File: src/rtl/ttd_pkg.sv
`timescale 1ns / 1ps
`default_nettype none

package ttd_pkg;

	// Request command codes.
	typedef enum logic [1:0] {
		CMD_ATTACH_PERIODIC = 2'd0,
		CMD_ATTACH_EVENT    = 2'd1,
		CMD_MESSAGE         = 2'd2,
		CMD_TICK            = 2'd3
	} cmd_t;

	// Message that asks the scheduler to run the sender.
	localparam logic [7:0] RUN_REQUEST_TYPE = 8'd50;
	localparam logic [7:0] SCHEDULER_ID     = 8'd0;

	// Field widths of a request and a result.
	localparam int SLOT_W      = 3;
	localparam int INTERVAL_W  = 16;
	localparam int MSG_W       = 8;
	localparam int MASK_W      = 8;
	localparam int DUE_COUNT_W = 4;

	// Sequencer states.
	typedef enum logic [3:0] {
		ST_IDLE  = 4'b0001,
		ST_WALK  = 4'b0010,
		ST_DRAIN = 4'b0100,
		ST_DONE  = 4'b1000
	} state_t;

endpackage

`default_nettype wire

File: src/rtl/ttd_ram.sv
`timescale 1ns / 1ps
`default_nettype none

module ttd_ram #(
	parameter int WIDTH = 8,
	parameter int DEPTH = 8,
	localparam int ADDR_W = (DEPTH > 1) ? $clog2(DEPTH) : 1
) (
	input  wire logic              clk,
	input  wire logic              we,
	input  wire logic [ADDR_W-1:0] waddr,
	input  wire logic [WIDTH-1:0]  wdata,
	input  wire logic              re,
	input  wire logic [ADDR_W-1:0] raddr,
	output logic      [WIDTH-1:0]  rdata
);

	logic [WIDTH-1:0] mem_q [DEPTH];

	// One write port and one registered read port.
	always_ff @(posedge clk) begin
		if (we) begin
			mem_q[waddr] <= wdata;
		end
		if (re) begin
			rdata <= mem_q[raddr];
		end
	end

endmodule

`default_nettype wire

File: src/rtl/tick_task_dispatcher_top.sv
`timescale 1ns / 1ps
`default_nettype none

// Channel   Direction  Handshake            Payload
// request   in         in_valid/in_ready    command, slot, interval, msg_type, msg_receiver
// result    out        out_valid/out_ready  due_mask, due_count
//
// Attach and message requests update the slot table and then
// hand the all-zero result to the output register.
// A tick walks the table: it reads one slot table row per cycle through the
// single read port, and each valid periodic row is written back in the cycle after its read.
// Reset clears all slots at once through the valid flags; the table needs no clearing pass.
// A stalled result waits in the output register while the next request is processed.

module tick_task_dispatcher_top import ttd_pkg::*; #(
	parameter int SLOTS         = 8,
	parameter int INTERVAL_BITS = 16
) (
	input  wire logic                   clk,
	input  wire logic                   arst_n,
	input  wire logic                   in_valid,
	output logic                        in_ready,
	input  wire logic [1:0]             command,
	input  wire logic [SLOT_W-1:0]      slot,
	input  wire logic [INTERVAL_W-1:0]  interval,
	input  wire logic [MSG_W-1:0]       msg_type,
	input  wire logic [MSG_W-1:0]       msg_receiver,
	output logic                        out_valid,
	input  wire logic                   out_ready,
	output logic [MASK_W-1:0]           due_mask,
	output logic [DUE_COUNT_W-1:0]      due_count
);

	localparam int IDX_W   = (SLOTS > 1) ? $clog2(SLOTS) : 1;
	localparam int ENTRY_W = 1 + 2 * INTERVAL_BITS;

	state_t state_q;

	logic [SLOTS-1:0] slot_valid_q;
	logic [SLOTS-1:0] run_pending_q;

	logic [IDX_W-1:0] rd_idx_q;
	logic             vld_s1;
	logic [IDX_W-1:0] idx_s1;

	logic [MASK_W-1:0]      res_mask_q;
	logic [DUE_COUNT_W-1:0] res_count_q;

	logic                   out_valid_q;
	logic [MASK_W-1:0]      due_mask_q;
	logic [DUE_COUNT_W-1:0] due_count_q;

	cmd_t             cmd;
	logic             accept;
	logic             slot_in_range;
	logic [IDX_W-1:0] slot_idx;
	logic             is_attach;
	logic             run_request;
	logic             out_free;

	logic                     ram_we;
	logic [IDX_W-1:0]         ram_waddr;
	logic [ENTRY_W-1:0]       ram_wdata;
	logic                     ram_re;
	logic [ENTRY_W-1:0]       ram_rdata;

	logic                     row_periodic;
	logic [INTERVAL_BITS-1:0] row_limit;
	logic [INTERVAL_BITS-1:0] row_count;
	logic [INTERVAL_BITS-1:0] count_inc;
	logic [INTERVAL_BITS-1:0] count_next;
	logic                     row_valid;
	logic                     row_pending;
	logic                     row_due;
	logic                     row_writeback;
	logic                     row_clear_pending;
	logic [MASK_W-1:0]        due_bit;

	// Request decode.
	assign cmd           = cmd_t'(command);
	assign in_ready      = (state_q == ST_IDLE);
	assign accept        = in_valid && in_ready;
	assign slot_in_range = (32'(slot) < SLOTS);
	assign slot_idx      = IDX_W'(slot);
	assign is_attach     = (cmd == CMD_ATTACH_PERIODIC) || (cmd == CMD_ATTACH_EVENT);
	assign run_request   = (cmd == CMD_MESSAGE) && (msg_type == RUN_REQUEST_TYPE) &&
	                       (msg_receiver == SCHEDULER_ID) && slot_in_range &&
	                       slot_valid_q[slot_idx];
	assign out_free      = !out_valid_q || out_ready;

	// Row layout: periodic flag, limit, running counter.
	assign row_periodic = ram_rdata[ENTRY_W-1];
	assign row_limit    = ram_rdata[2*INTERVAL_BITS-1:INTERVAL_BITS];
	assign row_count    = ram_rdata[INTERVAL_BITS-1:0];

	// Per-slot tick evaluation on the row read in the previous cycle.
	always_comb begin
		row_valid         = vld_s1 && slot_valid_q[idx_s1];
		row_pending       = run_pending_q[idx_s1];
		count_inc         = row_count + INTERVAL_BITS'(1);
		count_next        = (count_inc > row_limit) ? '0 : count_inc;
		row_due           = row_valid && (row_periodic ? (row_count == '0) : row_pending);
		row_writeback     = row_valid && row_periodic;
		row_clear_pending = row_valid && !row_periodic && row_pending;
		due_bit           = row_due ? (MASK_W'(1) << idx_s1) : '0;
	end

	// Table write port: attach outside a tick, counter write-back during a tick.
	always_comb begin
		if (vld_s1) begin
			ram_we    = row_writeback;
			ram_waddr = idx_s1;
			ram_wdata = {1'b1, row_limit, count_next};
		end else begin
			ram_we    = accept && is_attach && slot_in_range;
			ram_waddr = slot_idx;
			ram_wdata = {(cmd == CMD_ATTACH_PERIODIC),
			             (cmd == CMD_ATTACH_PERIODIC) ? INTERVAL_BITS'(interval) : '0,
			             {INTERVAL_BITS{1'b0}}};
		end
	end

	assign ram_re = (state_q == ST_WALK);

	ttd_ram #(
		.WIDTH (ENTRY_W),
		.DEPTH (SLOTS)
	) u_table (
		.clk   (clk),
		.we    (ram_we),
		.waddr (ram_waddr),
		.wdata (ram_wdata),
		.re    (ram_re),
		.raddr (rd_idx_q),
		.rdata (ram_rdata)
	);

	// Sequencer, slot flags and read pipeline.
	always_ff @(posedge clk or negedge arst_n) begin
		if (!arst_n) begin
			state_q       <= ST_IDLE;
			slot_valid_q  <= '0;
			run_pending_q <= '0;
			rd_idx_q      <= '0;
			vld_s1        <= 1'b0;
			idx_s1        <= '0;
		end else begin
			vld_s1 <= (state_q == ST_WALK);
			idx_s1 <= rd_idx_q;
			if (row_clear_pending) begin
				run_pending_q[idx_s1] <= 1'b0;
			end
			unique case (state_q)
				ST_IDLE: begin
					if (accept) begin
						rd_idx_q <= '0;
						if (cmd == CMD_TICK) begin
							state_q <= ST_WALK;
						end else begin
							state_q <= ST_DONE;
							if (is_attach && slot_in_range) begin
								slot_valid_q[slot_idx] <= 1'b1;
							end
							if (run_request) begin
								run_pending_q[slot_idx] <= 1'b1;
							end
						end
					end
				end
				ST_WALK: begin
					if (rd_idx_q == IDX_W'(SLOTS - 1)) begin
						state_q <= ST_DRAIN;
					end else begin
						rd_idx_q <= rd_idx_q + IDX_W'(1);
					end
				end
				ST_DRAIN: begin
					state_q <= ST_DONE;
				end
				ST_DONE: begin
					if (out_free) begin
						state_q <= ST_IDLE;
					end
				end
				default: begin
					state_q <= ST_IDLE;
				end
			endcase
		end
	end

	// Result accumulation over the walk.
	always_ff @(posedge clk) begin
		if (accept) begin
			res_mask_q  <= '0;
			res_count_q <= '0;
		end else if (row_due) begin
			res_mask_q  <= res_mask_q | due_bit;
			res_count_q <= res_count_q + DUE_COUNT_W'(1);
		end
	end

	// Output register.
	always_ff @(posedge clk or negedge arst_n) begin
		if (!arst_n) begin
			out_valid_q <= 1'b0;
		end else if ((state_q == ST_DONE) && out_free) begin
			out_valid_q <= 1'b1;
		end else if (out_ready) begin
			out_valid_q <= 1'b0;
		end
	end

	always_ff @(posedge clk) begin
		if ((state_q == ST_DONE) && out_free) begin
			due_mask_q  <= res_mask_q;
			due_count_q <= res_count_q;
		end
	end

	assign out_valid = out_valid_q;
	assign due_mask  = due_mask_q;
	assign due_count = due_count_q;

endmodule

`default_nettype wire

File: config.mk
export PLATFORM = sky130hd
export DESIGN_NAME = tick_task_dispatcher_top
export DESIGN_NICKNAME = d
export VERILOG_FILES = /design/src/rtl/ttd_pkg.sv /design/src/rtl/ttd_ram.sv /design/src/rtl/tick_task_dispatcher_top.sv
export SDC_FILE = /design/constraint.sdc
export NUM_CORES = 1
export LEC_CHECK = 0
export CORE_UTILIZATION = 25
export CTS_CLUSTER_SIZE = 28
export DETAILED_ROUTE_END_ITERATION = 8
export DONT_BUFFER_PORTS = 1
export GPL_TIMING_DRIVEN = 0
export PLACE_DENSITY_LB_ADDON = 0.2
export SLEW_MARGIN = 20
export SYNTH_ARGS = -nofsm -noshare
export SYNTH_HDL_FRONTEND = slang
export SYNTH_SLANG_ARGS = --single-unit
File: constraint.sdc
create_clock -name clk -period 5.3 [get_ports clk]
set_input_delay 0.265 -clock clk [delete_from_list [all_inputs] [get_ports clk]]
set_output_delay 0.265 -clock clk [all_outputs]
set_load 0.05 [all_outputs]
==> summary.txt <==
Outcome
  • Status: finished clean

Die
  • DIE AREA: 57,600 um^2
  • Row Count: 86
  • DIE WIDTH: 240 um
  • Die Ht: 240 um
  • Core area: 55,500 um^2
  • I/O pin cnt: 55
  • Initial Utilization: 0.255

Layout
  • Share of cells above drive strength 1: 0.233
  • Final Cell Area: 16,900 um^2
  • Final Non-Filler Cells: about 1,600
  • Fillers: 5,517
  • Commonest non-fill, non-tap cell in the layout: edfxtp_1
  • Nets: 914
  • Area growth, synth to finish: 19.4%
  • Commonest cells after routing, fill and taps aside: 309 x edfxtp_1, 69 x mux4_2, 39 x clkbuf_16, 33 x mux2_2
  • Area occupied by multi-input gates: 3800 um^2
  • Antenna cell count: 0
  • Storage cell area: 10,200 um^2

Placement
  • Port bufs: 0
  • Post-placement cell count: approximately 1,600
  • Placed inst area: between 15,000 and 20,000 um^2
  • Final Wtd Congestion: 0.764
  • Placement Setup Slack: 1.09 ns
  • HPWL Detailed: 22,700 um

Critical path
  • WS Path Type: reg -> reg
  • CP max FO: 10
  • CP endpoint kind: flop
  • CP most frequent cell: and3_1
  • Critical path launch point type: flop
  • Crit path required time: 5.53 ns
  • Crit-path cells: and3_1, nand3_1, nor2_1, and3_1, xor2_1, ha_1, nand4_1, nor4_1, nor3_1, o31ai_1, o211ai_1, clkbuf_1, nor2b_1
  • Largest stage delay, worst path: 0.61 ns
  • Critical-path top delay cell: nor2b_1
  • Reg-to-reg setup timing slack: 1.16 ns
  • CP delay by family, top: simple AND/OR/NAND/NOR gates
  • Crit path buf inv count: 1
  • CP Data Arrival Time: 4.37 ns

Route
  • Drt total wl: roughly 34,000 um
  • Routed Antenna Nets: 0
  • Routed WL per cell: 20.8 um
  • DR iter-0 viols: 623
  • TritonRoute pass-1 iters: 5
  • Via count: between 7,000 and 8,000
  • Vias per cell: between 4 and 5
  • DRC: 0

Clock tree
  • CTS clock-pin slew for the worst setup and hold paths: 0.06 ns
  • CTS Buf Count: 37
  • CTS Buffer Depth: 3
  • Clock sinks: 349
  • Root Driver: clkbuf_16
  • H-tree levels: 2
  • Post-CTS Setup Repair Bufs: 0
  • TritonCTS clock tree: built
  • Skew-Pair Late Insertion Delay: roughly 0.53 ns
  • Post-CTS sizing: 0

Yosys
  • Number of flops mapped to enable cells by yosys: 309
  • Synthesized area: 14,200 um^2
  • Syn nets: 843
  • #FFs+latches synth: 349
  • Post-synth top flop: edfxtp_1
  • Library cells used by synthesis: 49
  • Yosys warns: 0
  • Synthesized area per cell: ~18 um^2
  • Post-Synthesis Cells: 781
  • Sequential area share after synthesis: 0.722
  • Post-synth ARST share: 0.0802

Power
  • PwrDens: 361 nW/um^2
  • Switching share of power: 0.224
  • Clock power frac: 0.412
  • Register share of total power: 0.512
  • Int Power: 4.73 mW
  • Switching power total: 1.37 mW
  • Static Leak: about 5.5 nW
  • Peak VDD IR: 240 uV
  • Total chip power: 6.10 mW
  • Logic gate share of total power: 0.076

Timing
  • Fin Hold WS: 0.0946 ns
  • RSZ-0062 raised after global routing: no
  • Worst slew pin tran: 0.986 ns
  • Pins over their slew limit: 0
  • Final setup violation count: 0
  • Final Hold Violating Endpoints: 0
  • Setup ws final: 1.16 ns
  • Final Skew: 0.0182 ns
  • Final Cycle Share: 0.781
  • Fmax: around 240 MHz
  • Relative slew slack: 0.343
  • Final min period: 4.14 ns

Global route
  • Gr ovfl total: 0
  • Largest net degree at the start of global routing: 29
  • Total Routing Usage GR: 0.122
  • Antenna violations before repair: 0
  • Vias in the first global route: 7,748
  • First-pass GRT wire length: 51,100 um

Flow run
  • # Max-Cap Violations: 0

Min path
  • Hold Path Class: in -> reg
==> metrics by stage <==
stage	util	setup TNS, ns
2_1_floorplan	-	0
3_3_place_gp	0.272	-640.42
3_5_place_dp	0.282	0
4_1_cts	0.304	0
5_1_grt	0.304	0
6_report	0.304	0
==> cells in the mapped netlist, drive strengths merged, types with 3 or more instances <==
cell | count | area (um^2)
mux2i | 4 | 40.0
mux4 | 69 | 1550
a22o | 18 | 158
nor3 | 6 | 30.0
nand2 | 26 | 97.6
a21o | 6 | 45.0
xor2 | 7 | 61.3
nor4 | 7 | 43.8
edfxtp | 309 | 9280
mux2 | 33 | 372
xnor2 | 8 | 70.1
a211oi | 3 | 22.5
o21bai | 8 | 60.1
nand4 | 8 | 50.1
nor2 | 38 | 143
o21ai | 20 | 104
o31ai | 9 | 72.6
inv | 24 | 90.1
clkbuf | 26 | 97.6
nor2b | 20 | 125
a31oi | 5 | 31.3
buf | 6 | 30.0
dfxtp | 12 | 240
dfrtp | 27 | 676
nand2b | 10 | 62.6
nor4b | 3 | 26.3
nand3 | 11 | 55.1
ha | 21 | 263
a21oi | 13 | 65.1
and3 | 6 | 37.5
==> state kept, by name (all words and copies together) (netlist names) <==
signal,cells
run_pending_q,8
slot_valid_q,8
res_count_q,4
state_q,4
idx_s1,3
u_table.mem_q,264
due_mask,8
due_count,4
rd_idx_q,3
vld_s1,1
res_mask_q,8
u_table.rdata,33
out_valid,1
==> worst register-to-register path, stage by stage (launching register included) <==
cell and delay (ns):
edfxtp_1 0.49, and3_1 0.19, nand3_1 0.13, nor2_1 0.32, and3_1 0.23, xor2_1 0.29
ha_1 0.20, nand4_1 0.15, nor4_1 0.38, nor3_1 0.09, o31ai_1 0.08, o211ai_1 0.30
clkbuf_1 0.36, nor2b_1 0.61
==> timing repair <==
action	4_1_cts	5_1_grt
endpoints found under the hold margin	43	0
endpoints found under the setup margin	0	0
hold buffers	8	0
==> kinds of logic (layout without fill, tap and decap cells) <==
family	Yosys count	count (layout)	synth area share
flip-flops	349	349	0.722
AND/OR/NAND/NOR	144	144	0.0521
buffers and inverters	56	156	0.0154
adder cells (fa/ha/maj)	21	21	0.0186
XOR/XNOR	15	15	0.00928
AO/OA/AOI/OAI	90	90	0.0439
multiplexers	106	106	0.139
==> power groups by stage <==
stage          Combinational [mW]  Clock, mW  Sequential, mW
4_1_cts                     0.478       2.58            3.12
3_3_place_gp                0.438          0            3.18
6_report                    0.466       2.51            3.12
2_1_floorplan               0.325          0            3.17
3_5_place_dp                0.465          0            3.18
5_1_grt                     0.509       2.69            3.13
==> final cells by class <==
class,instances,share of cell area
clock inverters,20,0.00844
multi-input cells,376,0.225
well taps,748,0.0554
flip-flops and latches,349,0.605
repair buffers,32,0.0330
inverters,24,0.00533
plain buffers,32,0.00785
clock buffers,48,0.0603
==> final timing paths <==
path / cells after the start / to / start
max: 13 / u_table.mem_q[7][10] / u_table.rdata[0]
min: 2 / slot_valid_q[3] / slot[1]
max reg2reg: 13 / u_table.mem_q[7][10] / u_table.rdata[0]
min reg2reg: 0 / due_mask[4] / res_mask_q[4]
max in group asynchronous: 2 / state_q[0] / arst_n
min in group asynchronous: 2 / run_pending_q[1] / arst_n
==> routing by layer <==
layer	GRT usage	routed length [um]	vias up
met4	0.0309	609	0
li1	-	-	3264
met5	0	0	-
met3	0.0209	1110	45
met1	0.170	16300	3798
met2	0.195	15900	124
No activity file was read; power rests on OpenSTA's default activity.
